`src/sv/ipatp_pkg.sv`:
```
// ----------------------------------------------------------------------------
// ipatp_pkg
// Types and constants shared by the address text parser modules.
// ----------------------------------------------------------------------------
package ipatp_pkg;

   typedef struct packed {
      logic [7:0] char_code;
      logic       last_char;
   } req_type;

   typedef struct packed {
      logic        accepted;
      logic        is_ipv6;
      logic [7:0]  prefix_len;
      logic [63:0] addr_high;
      logic [63:0] addr_low;
   } rsp_type;

   // One character after classification.
   typedef struct packed {
      logic       last;
      logic       is_dec;
      logic       is_hex;
      logic [3:0] nib;
      logic       is_dot;
      logic       is_colon;
      logic       is_slash;
   } char_class_type;

   localparam logic [7:0] CHAR_ZERO    = 8'h30;
   localparam logic [7:0] CHAR_NINE    = 8'h39;
   localparam logic [7:0] CHAR_LOWER_A = 8'h61;
   localparam logic [7:0] CHAR_LOWER_F = 8'h66;
   localparam logic [7:0] CHAR_UPPER_A = 8'h41;
   localparam logic [7:0] CHAR_UPPER_F = 8'h46;
   localparam logic [7:0] CHAR_DOT     = 8'h2e;
   localparam logic [7:0] CHAR_COLON   = 8'h3a;
   localparam logic [7:0] CHAR_SLASH   = 8'h2f;
   localparam logic [3:0] HEX_LETTER_OFFSET = 4'd9;

   localparam int unsigned MIN_TEXT_LEN = 2;

   localparam logic [7:0]  PREFIX_MAX        = 8'd128;
   localparam logic [7:0]  PREFIX_SAT        = 8'd129;
   localparam logic [7:0]  V4_PREFIX_DEFAULT = 8'd32;
   localparam logic [7:0]  V6_PREFIX_DEFAULT = 8'd128;
   localparam logic [8:0]  V4_FIELD_MAX      = 9'd255;
   localparam logic [8:0]  V4_FIELD_SAT      = 9'd256;
   localparam logic [1:0]  V4_LAST_FIELD     = 2'd3;
   localparam logic [16:0] V6_GROUP_MAX      = 17'h0ffff;
   localparam logic [16:0] V6_GROUP_SAT      = 17'h10000;
   localparam logic [3:0]  V6_GROUPS         = 4'd8;

endpackage

```
`src/sv/ip_address_text_parser.sv`:
```
// ----------------------------------------------------------------------------
// ip_address_text_parser
// IPv4 / IPv6 address text parser with optional prefix, one character per item.
// ----------------------------------------------------------------------------
//   Channel  Direction  Handshake              Payload
//   req_     in         req_valid / req_ready  req_type: char_code, last_char
//   rsp_     out        rsp_valid / rsp_ready  rsp_type: accepted .. addr_low
//
// One character is taken every cycle while the queue has room; the back end
// updates all accumulators for a character together. A result turns valid when
// its final character leaves the queue for the back end; its valid is registered.
// Reset clears the queue, the accumulators and the result valid.
// An unclaimed result holds the next final character in the two-entry queue;
// req_ready falls once that character and one more are waiting.
module ip_address_text_parser
   import ipatp_pkg::*;
#(
   parameter int unsigned MAX_TEXT_LEN = 43
)
(
   input  logic    clock,
   input  logic    reset,
   input  logic    req_valid,
   output logic    req_ready,
   input  req_type req_item,
   output logic    rsp_valid,
   input  logic    rsp_ready,
   output rsp_type rsp_item
);

   char_class_type front_cls;
   char_class_type back_item;
   logic           back_valid;
   logic           back_ready;

   ipatp_front u_front (
      .req_item (req_item),
      .cls      (front_cls)
   );

   ipatp_queue u_queue (
      .clock    (clock),
      .reset    (reset),
      .wr_valid (req_valid),
      .wr_ready (req_ready),
      .wr_item  (front_cls),
      .rd_valid (back_valid),
      .rd_ready (back_ready),
      .rd_item  (back_item)
   );

   ipatp_back #(
      .MAX_TEXT_LEN (MAX_TEXT_LEN)
   ) u_back (
      .clock      (clock),
      .reset      (reset),
      .item_valid (back_valid),
      .item_ready (back_ready),
      .item       (back_item),
      .rsp_valid  (rsp_valid),
      .rsp_ready  (rsp_ready),
      .rsp_item   (rsp_item)
   );

endmodule

```
`src/sv/ipatp_front.sv`:
```
// ----------------------------------------------------------------------------
// ipatp_front
// Classifies one incoming character into digit, hex and separator classes.
// ----------------------------------------------------------------------------
module ipatp_front
   import ipatp_pkg::*;
(
   input  req_type        req_item,
   output char_class_type cls
);

   logic [7:0] c;
   logic       is_lower;
   logic       is_upper;

   assign c        = req_item.char_code;
   assign is_lower = (c >= CHAR_LOWER_A) && (c <= CHAR_LOWER_F);
   assign is_upper = (c >= CHAR_UPPER_A) && (c <= CHAR_UPPER_F);

   always_comb begin
      cls.last     = req_item.last_char;
      cls.is_dec   = (c >= CHAR_ZERO) && (c <= CHAR_NINE);
      cls.is_hex   = cls.is_dec || is_lower || is_upper;
      // Letters a..f and A..F carry their value in the low nibble plus nine.
      cls.nib      = cls.is_dec ? c[3:0] : c[3:0] + HEX_LETTER_OFFSET;
      cls.is_dot   = (c == CHAR_DOT);
      cls.is_colon = (c == CHAR_COLON);
      cls.is_slash = (c == CHAR_SLASH);
   end

endmodule

```
`src/sv/ipatp_queue.sv`:
```
// ----------------------------------------------------------------------------
// ipatp_queue
// Two-entry queue of classified characters between front and back.
// ----------------------------------------------------------------------------
module ipatp_queue
   import ipatp_pkg::*;
(
   input  logic           clock,
   input  logic           reset,
   input  logic           wr_valid,
   output logic           wr_ready,
   input  char_class_type wr_item,
   output logic           rd_valid,
   input  logic           rd_ready,
   output char_class_type rd_item
);

   char_class_type entry_ff [2];
   logic           wr_ptr_ff;
   logic           wr_ptr_in;
   logic           rd_ptr_ff;
   logic           rd_ptr_in;
   logic [1:0]     count_ff;
   logic [1:0]     count_in;
   logic           do_wr;
   logic           do_rd;

   assign wr_ready = (count_ff != 2'd2);
   assign rd_valid = (count_ff != 2'd0);
   assign rd_item  = entry_ff[rd_ptr_ff];
   assign do_wr    = wr_valid && wr_ready;
   assign do_rd    = rd_valid && rd_ready;

   always_comb begin
      wr_ptr_in = do_wr ? ~wr_ptr_ff : wr_ptr_ff;
      rd_ptr_in = do_rd ? ~rd_ptr_ff : rd_ptr_ff;
      count_in  = count_ff + 2'(do_wr) - 2'(do_rd);
   end

   always_ff @(posedge clock) begin
      if (reset) begin
         wr_ptr_ff <= 1'b0;
         rd_ptr_ff <= 1'b0;
         count_ff  <= 2'd0;
      end else begin
         wr_ptr_ff <= wr_ptr_in;
         rd_ptr_ff <= rd_ptr_in;
         count_ff  <= count_in;
      end
   end

   always_ff @(posedge clock) begin
      if (do_wr) begin
         entry_ff[wr_ptr_ff] <= wr_item;
      end
   end

endmodule

```
`src/sv/ipatp_back.sv`:
```
// ----------------------------------------------------------------------------
// ipatp_back
// Runs the IPv4, IPv6 and prefix accumulators and registers the result.
// ----------------------------------------------------------------------------
module ipatp_back
   import ipatp_pkg::*;
#(
   parameter int unsigned MAX_TEXT_LEN = 43
)
(
   input  logic           clock,
   input  logic           reset,
   input  logic           item_valid,
   output logic           item_ready,
   input  char_class_type item,
   output logic           rsp_valid,
   input  logic           rsp_ready,
   output rsp_type        rsp_item
);

   localparam int unsigned COUNT_W = $clog2(MAX_TEXT_LEN + 2);

   typedef struct packed {
      logic digit;
      logic err;
      logic gap;
      logic colon;
      logic lead;
   } v6_flags_type;

   logic [COUNT_W-1:0] char_count_ff, char_count_in;
   logic               in_prefix_ff, in_prefix_in;
   logic [7:0]         prefix_value_ff, prefix_value_in;
   logic               prefix_digit_ff, prefix_digit_in;
   logic               prefix_err_ff, prefix_err_in;
   logic [1:0]         v4_index_ff, v4_index_in;
   logic [8:0]         v4_value_ff, v4_value_in;
   logic               v4_digit_ff, v4_digit_in;
   logic               v4_err_ff, v4_err_in;
   logic [23:0]        v4_addr_ff, v4_addr_in;
   logic [16:0]        v6_value_ff, v6_value_in;
   v6_flags_type       v6_flags_ff, v6_flags_in;
   logic [3:0]         v6_count_ff, v6_count_in;
   logic [127:0]       v6_head_ff, v6_head_in;
   logic [127:0]       v6_tail_ff, v6_tail_in;

   logic               rsp_valid_ff, rsp_valid_in;
   rsp_type            rsp_item_ff, rsp_item_in;

   logic [11:0]        prefix_calc;
   logic [11:0]        v4_calc;
   logic [20:0]        v6_calc;
   logic               colon_commit;
   logic               commit_en;
   logic [2:0]         head_slot;
   logic               advance;
   logic               len_ok;
   logic               pre_ok;
   logic               v4_ok;
   logic               v6_ok;
   logic [7:0]         v4_plen;

   // A final character waits while an earlier result is still unclaimed.
   assign item_ready = !item.last || !rsp_valid_ff || rsp_ready;
   assign advance    = item_valid && item_ready;

   always_comb begin
      char_count_in   = char_count_ff;
      in_prefix_in    = in_prefix_ff;
      prefix_value_in = prefix_value_ff;
      prefix_digit_in = prefix_digit_ff;
      prefix_err_in   = prefix_err_ff;
      v4_index_in     = v4_index_ff;
      v4_value_in     = v4_value_ff;
      v4_digit_in     = v4_digit_ff;
      v4_err_in       = v4_err_ff;
      v4_addr_in      = v4_addr_ff;
      v6_value_in     = v6_value_ff;
      v6_flags_in     = v6_flags_ff;
      v6_count_in     = v6_count_ff;
      v6_head_in      = v6_head_ff;
      v6_tail_in      = v6_tail_ff;
      colon_commit    = 1'b0;

      prefix_calc = 12'({prefix_value_ff, 3'b000}) + 12'({prefix_value_ff, 1'b0})
                    + 12'(item.nib);
      v4_calc     = 12'({v4_value_ff, 3'b000}) + 12'({v4_value_ff, 1'b0})
                    + 12'(item.nib);
      v6_calc     = {v6_value_ff, item.nib};

      if (char_count_ff < COUNT_W'(MAX_TEXT_LEN + 1)) begin
         char_count_in = char_count_ff + 1'b1;
      end

      if (in_prefix_ff) begin
         if (item.is_dec) begin
            prefix_value_in = (prefix_calc > 12'(PREFIX_MAX)) ? PREFIX_SAT
                                                               : prefix_calc[7:0];
            prefix_digit_in = 1'b1;
         end else begin
            prefix_err_in = 1'b1;
         end
      end else if (item.is_slash) begin
         in_prefix_in = 1'b1;
      end else begin
         // Dotted decimal path.
         if (!v4_err_ff) begin
            if (item.is_dec) begin
               v4_value_in = (v4_calc > 12'(V4_FIELD_MAX)) ? V4_FIELD_SAT : v4_calc[8:0];
               v4_digit_in = 1'b1;
            end else if (item.is_dot && v4_digit_ff && (v4_value_ff <= V4_FIELD_MAX)
                         && (v4_index_ff < V4_LAST_FIELD)) begin
               v4_addr_in  = {v4_addr_ff[15:0], v4_value_ff[7:0]};
               v4_index_in = v4_index_ff + 1'b1;
               v4_value_in = '0;
               v4_digit_in = 1'b0;
               v4_err_in   = 1'b0;
            end else begin
               v4_err_in = 1'b1;
            end
         end
         // Hex group path; the group commit itself happens below.
         if (!v6_flags_ff.err) begin
            if (item.is_hex) begin
               if (v6_flags_ff.lead) begin
                  v6_flags_in.err = 1'b1;
               end else begin
                  v6_value_in       = v6_calc[20:16] != '0 ? V6_GROUP_SAT : v6_calc[16:0];
                  v6_flags_in.colon = 1'b0;
                  v6_flags_in.digit = 1'b1;
               end
            end else if (item.is_colon) begin
               if (v6_flags_ff.digit) begin
                  colon_commit = 1'b1;
               end else if (v6_flags_ff.colon || v6_flags_ff.lead) begin
                  if (v6_flags_ff.gap) begin
                     v6_flags_in.err = 1'b1;
                  end else begin
                     v6_flags_in.colon = 1'b0;
                     v6_flags_in.lead  = 1'b0;
                     v6_flags_in.gap   = 1'b1;
                  end
               end else if (v6_flags_ff.gap) begin
                  v6_flags_in.err = 1'b1;
               end else begin
                  v6_flags_in.lead = 1'b1;
               end
            end else begin
               v6_flags_in.err = 1'b1;
            end
         end
      end

      // A group closes on a colon, or at the end of the text if one is open.
      // Both can happen for a final colon; the group then closes once, so one commit unit serves.
      commit_en = colon_commit || (item.last && v6_flags_in.digit);
      head_slot = 3'd7 - v6_count_in[2:0];
      if (commit_en) begin
         if ((v6_count_in >= V6_GROUPS) || (v6_value_in > V6_GROUP_MAX)) begin
            v6_flags_in.err = 1'b1;
         end else begin
            if (v6_flags_in.gap) begin
               v6_tail_in = {v6_tail_in[111:0], v6_value_in[15:0]};
            end else begin
               v6_head_in[head_slot*16 +: 16] = v6_head_in[head_slot*16 +: 16]
                                                | v6_value_in[15:0];
            end
            v6_count_in       = v6_count_in + 1'b1;
            v6_value_in       = '0;
            v6_flags_in.digit = 1'b0;
            if (colon_commit) begin
               v6_flags_in.colon = 1'b1;
            end
         end
      end
   end

   always_comb begin
      len_ok  = (char_count_in >= COUNT_W'(MIN_TEXT_LEN))
                && (char_count_in <= COUNT_W'(MAX_TEXT_LEN));
      pre_ok  = !in_prefix_in
                || (prefix_digit_in && !prefix_err_in && (prefix_value_in <= PREFIX_MAX));
      v4_ok   = !v4_err_in && v4_digit_in && (v4_index_in == V4_LAST_FIELD)
                && (v4_value_in <= V4_FIELD_MAX);
      v4_plen = in_prefix_in ? prefix_value_in : V4_PREFIX_DEFAULT;
      v6_ok   = !v6_flags_in.err && !v6_flags_in.lead
                && (v6_flags_in.gap || v6_flags_in.colon || v6_flags_in.digit
                    || (v6_count_in != '0));

      rsp_item_in = '0;
      if (len_ok && pre_ok) begin
         if (v4_ok) begin
            if (v4_plen <= V4_PREFIX_DEFAULT) begin
               rsp_item_in.accepted   = 1'b1;
               rsp_item_in.prefix_len = v4_plen;
               rsp_item_in.addr_low   = {32'd0, v4_addr_in, v4_value_in[7:0]};
            end
         end else if (v6_ok) begin
            rsp_item_in.accepted   = 1'b1;
            rsp_item_in.is_ipv6    = 1'b1;
            rsp_item_in.prefix_len = in_prefix_in ? prefix_value_in : V6_PREFIX_DEFAULT;
            rsp_item_in.addr_high  = v6_head_in[127:64] | v6_tail_in[127:64];
            rsp_item_in.addr_low   = v6_head_in[63:0] | v6_tail_in[63:0];
         end
      end

      if (advance && item.last) begin
         rsp_valid_in = 1'b1;
      end else if (rsp_ready) begin
         rsp_valid_in = 1'b0;
      end else begin
         rsp_valid_in = rsp_valid_ff;
      end
   end

   always_ff @(posedge clock) begin
      if (reset || (advance && item.last)) begin
         char_count_ff   <= '0;
         in_prefix_ff    <= 1'b0;
         prefix_value_ff <= '0;
         prefix_digit_ff <= 1'b0;
         prefix_err_ff   <= 1'b0;
         v4_index_ff     <= '0;
         v4_value_ff     <= '0;
         v4_digit_ff     <= 1'b0;
         v4_err_ff       <= 1'b0;
         v4_addr_ff      <= '0;
         v6_value_ff     <= '0;
         v6_flags_ff     <= '0;
         v6_count_ff     <= '0;
         v6_head_ff      <= '0;
         v6_tail_ff      <= '0;
      end else if (advance) begin
         char_count_ff   <= char_count_in;
         in_prefix_ff    <= in_prefix_in;
         prefix_value_ff <= prefix_value_in;
         prefix_digit_ff <= prefix_digit_in;
         prefix_err_ff   <= prefix_err_in;
         v4_index_ff     <= v4_index_in;
         v4_value_ff     <= v4_value_in;
         v4_digit_ff     <= v4_digit_in;
         v4_err_ff       <= v4_err_in;
         v4_addr_ff      <= v4_addr_in;
         v6_value_ff     <= v6_value_in;
         v6_flags_ff     <= v6_flags_in;
         v6_count_ff     <= v6_count_in;
         v6_head_ff      <= v6_head_in;
         v6_tail_ff      <= v6_tail_in;
      end
   end

   always_ff @(posedge clock) begin
      if (reset) begin
         rsp_valid_ff <= 1'b0;
      end else begin
         rsp_valid_ff <= rsp_valid_in;
      end
   end

   always_ff @(posedge clock) begin
      if (advance && item.last) begin
         rsp_item_ff <= rsp_item_in;
      end
   end

   assign rsp_valid = rsp_valid_ff;
   assign rsp_item  = rsp_item_ff;

endmodule

```
`config.mk`:
```
export PLATFORM = sky130hd
export DESIGN_NAME = ip_address_text_parser
export DESIGN_NICKNAME = d
export VERILOG_FILES = /design/src/sv/ipatp_pkg.sv /design/src/sv/ip_address_text_parser.sv /design/src/sv/ipatp_front.sv /design/src/sv/ipatp_queue.sv /design/src/sv/ipatp_back.sv
export SDC_FILE = /design/constraint.sdc
export NUM_CORES = 1
export LEC_CHECK = 0
export BUFFER_PORTS_ARGS = -buffer_cell sky130_fd_sc_hd__buf_2
export CAP_MARGIN = 20
export CORE_ASPECT_RATIO = 2
export CORE_MARGIN = 3
export CORE_UTILIZATION = 61
export DETAILED_ROUTE_END_ITERATION = 10
export PLACE_DENSITY = 0.81
export SYNTH_ARGS = -nofsm -noshare
export SYNTH_HDL_FRONTEND = slang
export SYNTH_SLANG_ARGS = --single-unit
```
`constraint.sdc`:
```
create_clock -name clock -period 10.4 [get_ports clock]
set_clock_uncertainty 0.1 [all_clocks]
set_input_delay 0.52 -clock clock [delete_from_list [all_inputs] [get_ports clock]]
set_output_delay 0.52 -clock clock [all_outputs]
set_load 0.01 [all_outputs]
```
### After elaboration in Yosys (flattened, before gate mapping)

Memories as Yosys holds them, arrays and structs flattened. A register that Yosys moved wholly into a read port is not among the register bits.
Cells that the tools add are included.

| cells by class | value |
|---|---|
| reductions and logical operators | 44 |
| shift-type cells | 3 |
| bitwise operators | 7 |
| eq/ne operators | 5 |
| add/subtract/negate cells | 12 |
| mux-type cells | 100 |
| magnitude comparators | 18 |

Operators by type and width:

| operator | number |
|---|---|
| 2-to-1 mux 128 bit | 6 |
| 2-to-1 mux 138 bit | 1 |
| 2-to-1 mux 17 bit | 8 |
| bitwise mux 128 bit | 1 |
| bitwise OR 64 bit | 2 |
| variable shift 16 x 34 -> 128 bit, first input constant | 1 |
| indexed part select 128 x 8 -> 16 bit | 1 |
| indexed part select 16 x 34 -> 128 bit | 1 |
| 2-to-1 mux 24 bit | 5 |
| 2-to-1 mux 64 bit | 1 |
| 2-to-1 mux 8 bit | 7 |
| 2-to-1 mux 9 bit | 6 |
| 2-to-1 mux 1 bit | 47 |
| negation 7 -> 34 bit | 1 |
| 2-to-1 mux 32 bit | 1 |
| adder 12 x 4 -> 12 bit | 2 |
| == test 8 x 6 -> 1 bit, second input constant | 3 |
| greater-than comparator 12 x 8 -> 1 bit, second input constant | 2 |
| logical AND 1 bit | 19 |
| less-or-equal comparator 9 x 8 -> 1 bit, second input constant | 2 |
| greater-than comparator 17 x 16 -> 1 bit, second input constant | 1 |
| greater-or-equal comparator 8 x 7 -> 1 bit, second input constant | 2 |
| less-or-equal comparator 8 x 6 -> 1 bit, second input constant | 2 |
| less-or-equal comparator 8 x 7 -> 1 bit, second input constant | 2 |
| 32 further kinds | 65 |

| word-level totals | value |
|---|---|
| register bits after elaboration | 479 |
| memory bits (writable) | 20 |
| memories | 1 |
| output and inout bits | 140 |

Memory list:

| memory | words | bits a word | rd ports | clocked after memory_dff | write ports | line | source |
|---|---|---|---|---|---|---|---|
| u_queue.entry_ff | 2 | 10 | 1 | 1 | 1 | ipatp_queue.sv:18 | `char_class_type entry_ff [2];` |

### Longest topological paths before layout

| depth | value |
|---|---|
| word-level depth | 17 |
| mapped depth | 17 |
| depth with buffers taken out | 13 |

### Modules after synthesis

Synthesis repeated with hierarchy kept, for this count alone.

| second synthesis, totals | value |
|---|---|
| cell total of the unflattened synthesis | 2631 |
| area, all modules | 24049.3 um^2 |

Modules (own cells, without submodules):

| module | area each (um^2) | cells an instance | instances |
|---|---|---|---|
| ipatp_back | 22798.1 | 2538 | 1 |
| ipatp_queue | 955.9 | 55 | 1 |
| ipatp_front | 295.3 | 38 | 1 |

### Least setup slack after synthesis

Ideal clock, no wire load.

| timing path | value |
|---|---|
| path type | register -> register |
| from | reg (tool-made name) |
| to | reg u_back.char_count_ff[3] |
| period minus slack after synthesis | 8804 ps |
| setup slack | 1596 ps |
| data required time | 10172 ps |
| library setup time | 128 ps |
| arrival time | 8577 ps |
| path buffers | 6 |
| stages on the path, launching flop included | 12 |
| cell sequence | dfxtp_1 buf_6 buf_6 mux2i_1 o22ai_1 nor2_1 or2_2 clkbuf_1 clkbuf_1 clkbuf_1 clkbuf_1 nor2_1 |

RTL lines:

| element | line | source |
|---|---|---|
| end signal: assignment | ipatp_back.sv:234 | `char_count_ff <= char_count_in;` |
| end: declaration | ipatp_back.sv:31 | `logic [COUNT_W-1:0] char_count_ff, char_count_in;` |

==> results.yml <==
run_status:
  status: "finished, final reports clean"
pwr:
  vdd_ir_drop_max_mv: 0.151
  power_leakage_nw: 9.33
  p_per_area_nw_per_um2: 210
  p_total_mw: 5.70
setup_path:
  crit_chain: "mux2i_1, inv_1, fa_1, fa_1, xor2_1, nor4b_2, o221ai_1, a2111oi_4, o21ai_0, and4bb_1, o21ai_4, buf_4, buf_4, o22ai_1"
  crit_path_start_kind: "flop"
  critical_path_class: "reg2reg"
  cpPeakStageDelay_ps: 820
  worst-path-buf-inv: 3
  crit_slowest_cell: "mux2i_1"
  critPathRequiredTime_ps: 10590
  end_kind: "flop"
  path_max_fanout: 82
  cpLargestDelayFamily: "buffers and inverters"
  cp.arrival_ps: 6850
sta:
  fmax_mhz: 150
  setup_viol: 0
  rsz0062_at_grt: "false"
  max_slew_margin_pct: 17.1
  period_share_pct: 64.0
  setup_tns_ps: 0
  setup_ws_ps: 3740
  hold_viol_final: 0
  worstMarginPinSlew_ps: 1210
  min_period_ps: 6660
  drv_slew: 0
cells_and_area:
  drive_gt1_share_pct: 12.1
  fill_cells: 3235
  area_delta_synth_final_pct: 9.89
  stdcell_area_um2: 27100
  final_cell_mix: "nand2_1 (665), dfxtp_1 (341), a21oi_1 (267)"
  final_common_cell: "nand2_1"
  nets: 2871
  final_cells: 3373
logic_synthesis:
  synth_ff_type: "dfxtp_1"
  syn_area_um2: 24700
  synthCells: 2767
  syn-num-nets: 2826
  yosysSeqAreaShare_pct: 46.9
  synth_seq_cells: 500
  synth-edff-count: 158
  async_flop_share_pct: 0
  avgSynthCellArea_um2: 8.92
  synth_cell_types: 80
  synth_warnings: 0
floorplan:
  die_width_um: 148
  core_region_area_um2: 39700
  row_count: 103
  initial_utilization_pct: 62.2
  boundaryPins: 153
  dieArea_um2: 43100
  die_h_um: 291
place:
  dpl.hpwl_um: 62200
  dp_slack_ps: 3890
  gp_congestion: 0.964
  dpl_cell_area_um2: 25700
  dp.cells: 3284
  portBuffers: 152
routing:
  dr_total_vias: 22100
  dr.pass1.iters: 9
  avgViaCountPerCell: 6.56
  routed_wl_um: 86300
  drt_iter0_markers: 2417
  wire_per_inst_um: 25.6
  antenna_left: 0
  route.detailed.drc: 0
clock_network:
  clockBufferDepth: 3
  hold_buffers: 0
  htreeDepth: 2
  tritoncts: "yes"
  cts_resized: 0
  cts.sinks: 500
  path_clk_slew_ps: 70
  root_buffer: "clkbuf_16"
  cts_inserted_buffers: 44
  post-cts-setup-buffer-count: 0
  clk_latency_ps: 570
min_path:
  holdCritPathClass: "in2reg"
global_route:
  grtUsageTotal_pct: 39.4
  grt_overflow: 0
  grt_pass1_wl_um: 130000
  grt_max_degree: 102
  antenna_found_initial: 0
  first_global_vias: 21000
flow_run:
  drv_cap: 0
worst register-to-register path: cells and delay by family (launching register included):
| family | cells | cell delay [ps] |
|---|---|---|
| fa+ha+maj | 2 | 1020 |
| buf+inv | 3 | 1430 |
| simple gates | 2 | 540 |
| mux | 1 | 820 |
| compound gates | 5 | 1410 |
| xor+xnor | 1 | 250 |
| flops | 1 | 790 |
cell families (layout without fill, tap and decap cells):
logic type               count (synthesis)  count (layout)  synth area share, %
buffers and inverters                  242             322                 4.14
AND/OR/NAND/NOR                       1107            1107                 19.0
AO/OA/AOI/OAI                          631             631                 16.1
adder cells (fa/ha/maj)                 46              46                 2.45
multiplexers                           223             223                 10.7
flip-flops                             500             500                 46.9
XOR/XNOR                                18              18                0.638
other                                    0               1                    0
cell usage after synthesis, drive strengths merged, types with 17 or more instances:
library cell / count / area share [%]
a211oi: 52 / 1.6
a21oi: 267 / 5.4
a22oi: 29 / 0.88
a31oi: 93 / 2.4
and3: 34 / 0.86
buf: 60 / 1.4
clkbuf: 146 / 2.2
dfxtp: 342 / 28
edfxtp: 158 / 19
ha: 42 / 2.1
inv: 36 / 0.55
mux2i: 180 / 7.3
mux4: 32 / 2.9
nand2: 667 / 10
nand3: 42 / 0.87
nor2: 221 / 3.4
nor3: 45 / 0.93
o21a: 17 / 0.52
o21ai: 40 / 0.83
o22ai: 37 / 0.94
stage by stage:
stage	util, %	hold WS, ps
after floorplan	-	332
after global placement	64.6	341
after detailed placement	64.6	347
after CTS	68.2	49.3
after global routing	68.3	60.2
final	68.4	63.1
path summary, 6_finish.rpt:
kind                                             start                     end  slack, ps  cells after the start
worst max-delay path                              flop     u_back.rsp_item[30]       3740                     14
worst max register to register                    flop     u_back.rsp_item[30]       3740                     14
worst min-delay path                       req_item[0]  u_queue.entry_ff[0][9]         60                      1
worst min register to register  u_back.v6_tail_ff[127]  u_back.v6_tail_ff[127]        360                      2
sequential cells by signal (all words and copies together), names as in the netlist, 6 cells and up, named ones only:
| register | flops |
|---|---|
| u_back.v6_tail_ff | 128 |
| u_back.prefix_value_ff | 8 |
| u_queue.entry_ff | 20 |
| u_back.v4_addr_ff | 24 |
| u_back.v6_value_ff | 17 |
| u_back.char_count_ff | 6 |
| u_back.v6_head_ff | 128 |
| u_back.v4_value_ff | 9 |
| u_back.rsp_item | 138 |
power breakdown:
group          internal (mW)  switching, mW
clock network          0.892          0.750
registers               2.29          0.170
logic                  0.436           1.15
total                   3.62           2.07
layer usage:
metal	vias to the layer above	GRT usage [%]	routed length [µm]
met5	-	0	0
met4	0	39.1	11100
met3	381	6.66	5930
met2	1286	65.5	42200
met1	10500	40.5	27000
li1	9934	-	-
layout make-up:
cell class | instances | area [µm²] | area share [%]
sequential | 500 | 11600 | 42.7
antenna | 1 | 2.50 | 0.00922
timing repair buffer | 205 | 1180 | 4.34
tap | 525 | 657 | 2.42
clock buffer | 61 | 1250 | 4.59
multi-input combinational | 2025 | 12200 | 44.8
clock inverter | 20 | 161 | 0.595
inverter | 36 | 135 | 0.498
No activity file was read; power rests on OpenSTA's default activity.
